**src/sv/ttce_pkg.sv**
```systemverilog
// Shared types and constants for the text terminal cursor engine.
// Holds the command codes, character codes, cell helpers and the
// controller/datapath command and status structs. No dependencies.
package ttce_pkg;

  // Default screen geometry.
  localparam int DefColumns = 80;
  localparam int DefRows    = 25;

  // Field widths.
  localparam int CoordW   = 8;
  localparam int RowOutW  = 5;
  localparam int ColOutW  = 7;
  localparam int ByteW    = 8;
  localparam int CellW    = 16;
  localparam int KindW    = 3;
  localparam int ApbAddrW = 3;
  localparam int ApbDataW = 32;

  // Register index of the text color register (word address bit).
  localparam logic RegTextColor = 1'b0;

  // Command codes of an input item.
  typedef enum logic [KindW-1:0] {
    KindPut       = 3'd0,
    KindRead      = 3'd1,
    KindSetCursor = 3'd2,
    KindWriteCell = 3'd3,
    KindClear     = 3'd4
  } ttce_kind_e;

  // Character codes with special handling.
  localparam logic [ByteW-1:0] ChBackspace = 8'h08;
  localparam logic [ByteW-1:0] ChTab       = 8'h09;
  localparam logic [ByteW-1:0] ChNewline   = 8'h0A;
  localparam logic [ByteW-1:0] ChReturn    = 8'h0D;
  localparam logic [ByteW-1:0] ChSpace     = 8'h20;

  // Attribute used for the screen after reset and as reset of text_color.
  localparam logic [ByteW-1:0] ResetAttr = 8'h0F;

  // Tab stops lie on multiples of this.
  localparam int TabStep = 8;

  // Commands from the controller to the datapath.
  typedef struct packed {
    logic accept;      // capture a new input beat
    logic exec;        // decode and execute the captured item
    logic rd_capture;  // take the registered memory read data as result
    logic sweep_step;  // advance the cell sweep by one cell
    logic init_mode;   // sweep is the reset clearing pass
  } ttce_cmd_t;

  // Status from the datapath to the controller.
  typedef struct packed {
    logic need_sweep;  // item scrolls or clears the screen
    logic need_read;   // item reads a cell in range
    logic sweep_last;  // sweep counter is at the last cell
  } ttce_stat_t;

  // A cell is the attribute byte over the character byte.
  function automatic logic [CellW-1:0] make_cell(logic [ByteW-1:0] ch,
                                                 logic [ByteW-1:0] attr);
    return {attr, ch};
  endfunction

endpackage

```
**src/sv/ttce_ctrl.sv**
```systemverilog
// Controller state machine of the text terminal cursor engine.
// Sequences capture, execution, memory sweeps and the result strobe.
// Depends on ttce_pkg for the command and status structs.
module ttce_ctrl (
  input  logic                 clk_i,
  input  logic                 rst_ni,
  input  logic                 start_i,
  input  ttce_pkg::ttce_stat_t stat_i,
  output ttce_pkg::ttce_cmd_t  cmd_o,
  output logic                 busy_o,
  output logic                 result_valid_o
);
  import ttce_pkg::*;

  localparam logic [2:0] StInit   = 3'd0;
  localparam logic [2:0] StIdle   = 3'd1;
  localparam logic [2:0] StExec   = 3'd2;
  localparam logic [2:0] StSweep  = 3'd3;
  localparam logic [2:0] StRdWait = 3'd4;
  localparam logic [2:0] StDone   = 3'd5;

  logic [2:0] state_q, state_d;

  // Next state and command decode.
  always_comb begin
    state_d = state_q;
    cmd_o   = '0;
    unique case (state_q)
      StInit: begin
        cmd_o.sweep_step = 1'b1;
        cmd_o.init_mode  = 1'b1;
        if (stat_i.sweep_last) begin
          state_d = StIdle;
        end
      end
      StIdle: begin
        if (start_i) begin
          cmd_o.accept = 1'b1;
          state_d      = StExec;
        end
      end
      StExec: begin
        cmd_o.exec = 1'b1;
        if (stat_i.need_sweep) begin
          state_d = StSweep;
        end else if (stat_i.need_read) begin
          state_d = StRdWait;
        end else begin
          state_d = StDone;
        end
      end
      StSweep: begin
        cmd_o.sweep_step = 1'b1;
        if (stat_i.sweep_last) begin
          state_d = StDone;
        end
      end
      StRdWait: begin
        cmd_o.rd_capture = 1'b1;
        state_d          = StDone;
      end
      StDone: begin
        state_d = StIdle;
      end
      default: begin
        state_d = StIdle;
      end
    endcase
  end

  // State register; the clearing pass runs first after reset.
  always_ff @(posedge clk_i or negedge rst_ni) begin
    if (!rst_ni) begin
      state_q <= StInit;
    end else begin
      state_q <= state_d;
    end
  end

  assign busy_o         = (state_q != StIdle);
  assign result_valid_o = (state_q == StDone);

`ifndef SYNTH
  // A result beat lasts exactly one cycle.
  a_result_single: assert property (@(posedge clk_i) disable iff (!rst_ni)
    result_valid_o |=> !result_valid_o)
    else $error("result strobe held longer than one cycle");

  // A sweep only ends at the last cell.
  a_sweep_holds: assert property (@(posedge clk_i) disable iff (!rst_ni)
    (state_q == StSweep && !stat_i.sweep_last) |=> (state_q == StSweep))
    else $error("sweep left before the last cell");

  // An accepted beat is executed in the following cycle.
  a_accept_exec: assert property (@(posedge clk_i) disable iff (!rst_ni)
    cmd_o.accept |=> (state_q == StExec && cmd_o.exec))
    else $error("accepted item not executed next");
`endif

endmodule

```
**config.mk**
```make
export PLATFORM = sky130hd
export DESIGN_NAME = ttce_ctrl
export DESIGN_NICKNAME = d
export VERILOG_FILES = /design/src/sv/ttce_pkg.sv /design/src/sv/ttce_ctrl.sv
export SDC_FILE = /design/constraint.sdc
export NUM_CORES = 1
export LEC_CHECK = 0
export ABC_AREA = 1
export BUFFER_PORTS_ARGS = -buffer_cell sky130_fd_sc_hd__buf_2
export CORE_AREA = 2 2 39 41
export CTS_CLUSTER_SIZE = 16
export DETAILED_ROUTE_END_ITERATION = 12
export DIE_AREA = 0 0 41 43
export SYNTH_ARGS = -nofsm -noshare
export SYNTH_HDL_FRONTEND = slang
export SYNTH_SLANG_ARGS = --single-unit
```
**constraint.sdc**
```tcl
create_clock -name clk_i -period 1.9 [get_ports clk_i]
set_input_delay 0.38 -clock clk_i [delete_from_list [all_inputs] [get_ports clk_i]]
set_output_delay 0.38 -clock clk_i [all_outputs]
set_load 0.05 [all_outputs]
```
==> summary.md, run 1 <==
| Metric | Value |
|---|---|
| Outcome | `finished clean` |
| GRT Overall Usage | `0.0746` |
| TritonCTS clock tree | `done` |
| Startpoint types | `flip-flop` |
| Min-Delay Path Class | `in2async` |
| Seq cells post-synth | `3` |
| Syn-to-layout area delta | `38.6%` |
| Minimum clock period | `around 1.8 ns` |
| FF-to-FF End | `state_q[1]` |
| Reg2reg setup slack | `0.77 ns` |
| Nets | `63` |
| Biggest registers after layout | `state_q x3` |
| Setup WS post-layout | `approximately 0.15 ns` |
| Fin crit share | `0.923` |
| Main area contributors after synthesis | `dfrtp_1, nand2_1, nand2_2, nand3_1, buf_6` |
| Routed Antenna Nets | `0` |
| Yosys warning count | `0` |
| FP Rows | `14` |
| Initial antenna violation count | `0` |
| First drt pass iteration count | `2` |
| Final setup fails | `0` |
| Worst Tran Pin Value | `0.370 ns` |
| Htree depth | `1` |
| Avg Synthesized Cell Area | `6.81 um^2` |
| Post-Syn Nets | `47` |
| RSZ-0062 raised after global routing | `false` |
| Synth unique cells | `15` |
| Fmax | `570 MHz` |
| Cell taking the most area after synthesis | `dfrtp_1` |
| Via density | `~4.0` |
| Vias in the first global route | `260` |
| Reg clk slew, reported paths | `0.04 ns` |
| Clock tree root buffer cell | `clkbuf_4` |
| Max reg flops | `3` |
| Setup Skew | `0.00427 ns` |
| Final wirelength | `around 560 um` |
| Crit path arrival time | `1.37 ns` |
| I/O pin count | `13` |
| Critical Path RT | `1.52 ns` |
| Largest register by flop count | `state_q` |
| Final hold slack | `0.464 ns` |
| Share of cells above drive strength 1 | `0.500` |
| Dpl ws | `0.364 ns` |
| Die area | `1760 um^2` |
| Number of diodes | `0` |
| Final routed DRC violation total | `0` |
| Finished Core Util | `0.279` |
| Chip width | `41 um` |
| Overflow left after global routing | `0` |
| CP endpoint kind | `output pin` |
| Fin. max-slew vios | `0` |
| Clock buffer depth | `2` |
| Total of max-cap violations | `0` |
| Clock Latency Late Sink | `~0.23 ns` |
| Core area | `roughly 1400 um^2` |
| Critical Setup Path Class | `reg2out` |
| DR iter-0 viols | `5` |
| Worst r2r path cells | `5` |
| IO Port Bufs | `12` |
| CTS Buf Count | `3` |
| Hpwl dp | `450 um` |
| Worst R2R Start | `state_q[1]` |
| Final Hold Violating Endpoints | `0` |
| Worst Path Max Fanout | `8` |
| Routed WL per cell | `7.71 um` |
| Share of the synthesized area in the top cell type | `0.269` |
| Initial Util | `0.202` |
| Rel. slew slack | `0.753` |
| Setup repair bufs after CTS | `0` |
| Largest net degree at the start of global routing | `10` |
| Vias | `289` |
| First-pass GRT wire length | `903 um` |
| Post-synthesis sequential area ratio | `0.269` |
| Final GP Congestion | `0.758` |
| Synthesized instance count | `41` |
| Mapped Area | `approximately 280 um^2` |
| Setup TNS Final | `0 ns` |
| CTS sink count | `3` |
| Die Ht | `43 um` |
==> cells in the final DEF (no fill, tap or decap) <==
master          n
buf_2          12
clkbuf_4        3
nor3_2          2
nor2_2          1
a21oi_1         1
nand3_1         5
nand3_2         1
clkbuf_1        1
dlygate4sd3_1   1
nand2_2         4
nand2_1         7
nor2_1          4
dfrtp_1         2
dfrtp_2         1
inv_2           2
inv_1           5
nor2_4          2
nand4_1         2
==> worst max-delay path by stage <==
stage                from  endpoint  slack (ns)  cells past startpoint
6_report       state_q[1]  cmd_o[4]        0.15                      4
2_1_floorplan  state_q[1]  cmd_o[4]        0.02                      4
5_1_grt        state_q[1]  cmd_o[4]        0.05                      4
3_3_place_gp   state_q[0]  cmd_o[4]        0.37                      3
3_5_place_dp   state_q[0]  cmd_o[4]        0.36                      3
4_1_cts        state_q[0]  cmd_o[4]        0.11                      3
==> worst max-delay path, stage by stage, from the launching register on <==
cell and delay (ns):
dfrtp_1 0.50, inv_2 0.10, nand3_1 0.17, nor2_4 0.11
buf_2 0.26
==> cell families (layout without fill, tap and decap cells) <==
group	count (synthesis)	after routing	share of synthesized area
AND/OR/NAND/NOR	28	28	0.538
buffers and inverters	9	24	0.175
flip-flops	3	3	0.269
AO/OA/AOI/OAI	1	1	0.0179
==> what timing repair did <==
item / 4_1_cts / 5_1_grt
setup endpoints to repair: 0 / 1
hold buffers: 1 / 0
hold endpoints to repair: 3 / 0
resized for setup: 0 / 1
==> layout make-up <==
class | instances | area [um^2]
well taps | 16 | 20.0
clock buffers | 4 | 26.3
inverters | 7 | 26.3
multi-input cells | 29 | 168
repair buffers | 13 | 70.1
flip-flops and latches | 3 | 76.3
fillers | 150 | 997
==> Yosys cell counts <==
master   instances
nand2_1          7
inv_1            5
nand3_1          5
nor2_1           5
nand2_2          4
dfrtp_1          3
buf_6            2
inv_2            2
nand4_1          2
a21oi_1          1
nand3_2          1
nor2_2           1
nor2_4           1
nor3_1           1
nor3_2           1
==> routing by layer <==
metal / vias up / GRT usage / share of wire
li1: 158 / - / -
met1: 119 / 0.0847 / 0.45
met2: 10 / 0.122 / 0.46
met3: 2 / 0 / 0.063
met4: 0 / 0.0600 / 0.031
met5: - / 0 / 0
==> stage by stage <==
stage / area (um^2) / cells
floorplan: 292 / 41
global placement: 349 / 67
detailed placement: 349 / 67
CTS: 385 / 72
global route: 387 / 72
finish: 387 / 72
Power of run 1 is left out: the tool's default activity adds up to more than one toggle a clock period on the data nets, which glitch-free logic cannot reach.
==> run 2, diff against run 1 <==
--- a/config.mk
+++ b/config.mk
@@ -11,6 +11,7 @@
 export CTS_CLUSTER_SIZE = 16
 export DETAILED_ROUTE_END_ITERATION = 12
 export DIE_AREA = 0 0 41 43
+export PLACE_DENSITY = 0.43
 export SYNTH_ARGS = -nofsm -noshare
 export SYNTH_HDL_FRONTEND = slang
 export SYNTH_SLANG_ARGS = --single-unit
==> summary.md, run 2 (synthesis gave the netlist of run 1 again) <==
| Metric | Value |
|---|---|
| Clock buffer depth | `2` |
| TritonCTS clock tree | `done` |
| Startpoint types | `flip-flop` |
| Most frequent cells in the layout | `buf_2, nand2_1, nand3_1, inv_1` |
| Multi-input gate area | `168 um^2` |
| Critical Path RT | `1.52 ns` |
| RSZ-0062 raised after global routing | `false` |
| Clock tree root buffer cell | `clkbuf_4` |
| Final Hold Violating Endpoints | `0` |
| Worst Setup EP | `cmd_o[4]` |
| Overflow left after global routing | `0` |
| Fin. max-slew vios | `0` |
| Die Ht | `43 um` |
| GRT Overall Usage | `0.0886` |
| Worst Path Max Fanout | `9` |
| Syn-to-layout area delta | `38.1%` |
| Crit. Startpoint | `state_q[0]` |
| Worst Tran Pin Value | `0.371 ns` |
| Placed instance count | `67` |
| Setup repair bufs after CTS | `0` |
| CTS Hold Bufs | `1` |
| Fmax | `563 MHz` |
| Crit-path cells | `nand3_1, nor2_4, buf_2` |
| Largest register by flop count | `state_q` |
| Worst r2r path cells | `5` |
| Number of diodes | `0` |
| Sequential cell area | `75.1 um^2` |
| Post-Layout Cell Count | `72` |
| Clock Latency Late Sink | `0.23 ns` |
| Rel. slew slack | `0.753` |
| First drt pass iteration count | `4` |
| Final setup fails | `0` |
| Fin crit share | `0.934` |
| Outcome | `finished clean` |
| Final wirelength | `~590 um` |
| DR iter-0 viols | `10` |
| Core area | `1380 um^2` |
| Vias in the first global route | `260` |
| FP Rows | `14` |
| Crit path arrival time | `1.40 ns` |
| Final routed DRC violation total | `0` |
| Fill count | `162` |
| # resized after CTS | `0` |
| Final GP Congestion | `between 0.7 and 0.8` |
| Chip width | `between 40 and 50 um` |
| Vias | `281` |
| Initial antenna violation count | `0` |
| Routed Antenna Nets | `0` |
| IO Port Bufs | `12` |
| Setup TNS Final | `0 ns` |
| Htree depth | `1` |
| Min-Delay Path Class | `in2async` |
| CP endpoint kind | `output pin` |
| I/O pin count | `13` |
| Routed WL per cell | `8.18 um` |
| Slowest stage cell, crit path | `dfrtp_1` |
| FF-to-FF End | `state_q[1]` |
| Reg clk slew, reported paths | `0.04 ns` |
| Total of max-cap violations | `0` |
| Largest stage delay, worst path | `between 0.5 and 0.6 ns` |
| Minimum clock period | `1.78 ns` |
| Max reg flops | `3` |
| CTS Buf Count | `3` |
| Hpwl dp | `between 400 and 500 um` |
| Worst R2R Start | `state_q[1]` |
| Via density | `3.90` |
| Nets | `63` |
| Share of cells above drive strength 1 | `0.482` |
| Initial Util | `0.202` |
| Critical Setup Path Class | `reg2out` |
| CTS sink count | `3` |
| Commonest non-fill, non-tap cell in the layout | `buf_2` |
| Setup Skew | `0.00370 ns` |
| Reg2reg setup slack | `0.79 ns` |
| Largest net degree at the start of global routing | `10` |
| Die area | `1760 um^2` |
| Biggest registers after layout | `state_q x3` |
| First-pass GRT wire length | `1040 um` |
-- run 2: layout make-up --
| cell class | count | share of cell area |
|---|---|---|
| clock buffer | 4 | 0.0682 |
| tap | 16 | 0.0519 |
| multi-input combinational | 29 | 0.435 |
| inverter | 7 | 0.0682 |
| timing repair buffer | 13 | 0.182 |
| sequential | 3 | 0.195 |
-- run 2: through the flow --
step	instance area (um^2)	util	setup WS (ns)	hold WS, ns
finish	385	0.278	0.124	0.472
global route	385	0.278	0.0145	0.480
CTS	385	0.278	0.102	0.469
detailed placement	349	0.252	0.364	0.177
global placement	349	0.252	0.360	0.181
floorplan	292	-	0.0227	0.0844
-- run 2: critical path, delay by kind of cell (launching register included) --
| kind | cells | cell delay [ns] |
|---|---|---|
| flops | 1 | 0.55 |
| simple gates | 2 | 0.35 |
| buf+inv | 1 | 0.26 |
-- run 2: worst min path at each step --
stage	to	cells after the start
global route	state_q[2]	2
global placement	state_q[0]	1
floorplan	state_q[0]	0
finish	state_q[2]	2
CTS	state_q[2]	2
detailed placement	state_q[0]	1
-- run 2: per-layer routing --
metal,share of wire,track usage,vias to the layer above
met4,0,0.0800,0
met2,0.44,0.106,8
met5,0,0,-
li1,-,-,156
met1,0.50,0.127,117
met3,0.056,0.0157,0
Power of run 2 is left out for the same reason.
==> run 3, diff against run 2 <==
==> constraint.sdc (replaced) <==
create_clock -name clk_i -period 2.2 [get_ports clk_i]
set_input_delay 0.44 -clock clk_i [delete_from_list [all_inputs] [get_ports clk_i]]
set_output_delay 0.44 -clock clk_i [all_outputs]
set_load 0.05 [all_outputs]
==> summary.md, run 3 (synthesis gave the netlist of run 1 again) <==
| Metric | Value |
|---|---|
| Biggest registers after layout | `state_q x3` |
| Max IR drop VDD | `about 570 uV` |
| Final hold slack | `0.534 ns` |
| Routed WL per cell | `8.43 um` |
| Slowest stage cell, crit path | `dfrtp_1` |
| Syn-to-layout area delta | `34.5%` |
| Setup Skew | `0.000766 ns` |
| Met1 Use GR | `0.117` |
| Multi-input gate area | `158 um^2` |
| P_sw | `0.000420 W` |
| Nets | `63` |
| Crit-path cells | `nand3_1, nor2_2, buf_2` |
| Top delay family on crit path | `flip-flops` |
| Chip width | `41 um` |
| Critical Setup Path Class | `reg2out` |
| Fill count | `160` |
| Most frequent cells in the layout | `buf_2, nand2_1, nand3_1, inv_1` |
| Core area | `~1400 um^2` |
| Gr busiest metal | `met1` |
| CP Buf/Inv Count | `1` |
| Setup repair bufs after CTS | `0` |
| Met2 Track Usage GR | `0.106` |
| Largest net degree at the start of global routing | `10` |
| Htree depth | `1` |
| Worst Tran Pin Value | `~0.36 ns` |
| Commonest non-fill, non-tap cell in the layout | `buf_2` |
| Flop pwr share | `0.201` |
| FP Rows | `14` |
| Critical Path RT | `about 1.8 ns` |
| Outcome | `finished clean` |
| Via density | `4.10` |
| First-pass GRT wire length | `around 1000 um` |
| Final GP Congestion | `between 0.7 and 0.8` |
| DR iter-0 viols | `6` |
| I/O pin count | `13` |
| Overflow left after global routing | `0` |
| CP endpoint kind | `output pin` |
| Rel. slew slack | `0.762` |
| Total of max-cap violations | `0` |
| First drt pass iteration count | `4` |
| Sw frac | `0.614` |
| Crit path arrival time | `between 1 and 1.5 ns` |
| Vias in the first global route | `about 240` |
| GRT Overall Usage | `0.0855` |
| Fmax | `556 MHz` |
| Initial antenna violation count | `0` |
| Clock Latency Late Sink | `0.23 ns` |
| Lkg Pwr | `between 0.2 and 0.25 nW` |
| Hpwl dp | `479 um` |
| Clock tree root buffer cell | `clkbuf_4` |
| Die Ht | `43 um` |
| Final wirelength | `607 um` |
| RSZ-0062 raised after global routing | `false` |
| Die area | `around 1800 um^2` |
| Clock buffer depth | `2` |
| Min-Delay Path Class | `in2async` |
| Vias | `295` |
| TritonCTS clock tree | `done` |
| Startpoint types | `flip-flop` |
| Placed instance count | `67` |
| Pint | `0.000265 W` |
| Number of diodes | `0` |
| Clock share of power | `0.139` |
| Final setup fails | `0` |
| CTS sink count | `3` |
| Gate power share | `0.661` |
| Initial Util | `0.202` |
| Setup TNS Final | `0 ns` |
| IO Port Bufs | `12` |
| Max reg flops | `3` |
| Fin. max-slew vios | `0` |
| Worst Path Max Fanout | `9` |
| Final Hold Violating Endpoints | `0` |
| Post-Layout Cell Count | `72` |
| Minimum clock period | `1.80 ns` |
| Pwr/cell area | `1820 nW/um^2` |
| Largest register by flop count | `state_q` |
| Largest stage delay, worst path | `0.54 ns` |
| Share of cells above drive strength 1 | `0.464` |
| Final routed DRC violation total | `0` |
| Sequential cell area | `between 70 and 80 um^2` |
| Routed Antenna Nets | `0` |
| Fin crit share | `0.818` |
| Reg clk slew, reported paths | `around 0.040 ns` |
| CTS Buf Count | `3` |
| Met3 Usage GRT | `0.0628` |
-- run 3: changes by cell type in the layout (fill, tap and decap cells not counted) --
cell | previous run | this run
nor3_2 | 2 | 1
nor3_1 | 0 | 1
nor2_4 | 2 | 1
nor2_2 | 1 | 2
-- run 3: cell type report --
| type | instances | share of cell area |
|---|---|---|
| repair buffers | 13 | 0.187 |
| flip-flops and latches | 3 | 0.200 |
| multi-input cells | 29 | 0.420 |
| clock buffers | 4 | 0.0700 |
| well taps | 16 | 0.0533 |
| inverters | 7 | 0.0700 |
-- run 3: layer usage --
metal  wire length, um  vias to the layer above
met5                 0                        -
met4                 0                        0
met3                62                        0
met2               268                       15
met1               276                      123
li1                  -                      157
-- run 3: power by group through the flow --
| stage | clock network [W] | registers, W | logic, W |
|---|---|---|---|
| global placement | 0 | 0.000138 | 0.000457 |
| detailed placement | 0 | 0.000139 | 0.000455 |
| floorplan | 0 | 0.0000903 | 0.000452 |
| CTS | 0.000102 | 0.000139 | 0.000459 |
| finish | 0.0000949 | 0.000137 | 0.000452 |
| global route | 0.000107 | 0.000144 | 0.000499 |
-- run 3: path summary, 6_finish.rpt --
check / startpoint / endpoint / slack, ns / cells after the start
min reg2reg: state_q[2] / state_q[1] / 0.59 / 3
min: rst_ni / state_q[2] / 0.53 / 2
max: state_q[0] / cmd_o[4] / 0.40 / 3
min in group clk_i: stat_i[0] / state_q[1] / 0.55 / 4
max in group asynchronous: rst_ni / state_q[0] / 1.56 / 2
max reg2reg: state_q[1] / state_q[1] / 1.11 / 6
-- run 3: metrics by stage --
stage	util	total power (W)	cell area (um^2)	setup slack, ns
after CTS	0.271	0.000700	375	0.380
after global routing	0.271	0.000751	375	0.299
final	0.271	0.000685	375	0.400
after global placement	0.245	0.000595	339	0.647
after detailed placement	0.245	0.000595	339	0.643
after floorplan	-	0.000543	282	0.150
-- run 3: timing repair --
action	in CTS	in global routing
hold buffers	1	0
gates resized for setup	0	0
endpoints found under the hold margin	3	0
-- run 3: worst reg2reg max path: stages, from the launching register on --
cell	delay, ns
dfrtp_1	0.49
nor2_4	0.17
nand2_2	0.07
nand2_2	0.07
nand2_2	0.06
nand3_1	0.08
nand2_1	0.05
No activity file was read; power rests on OpenSTA's default activity.
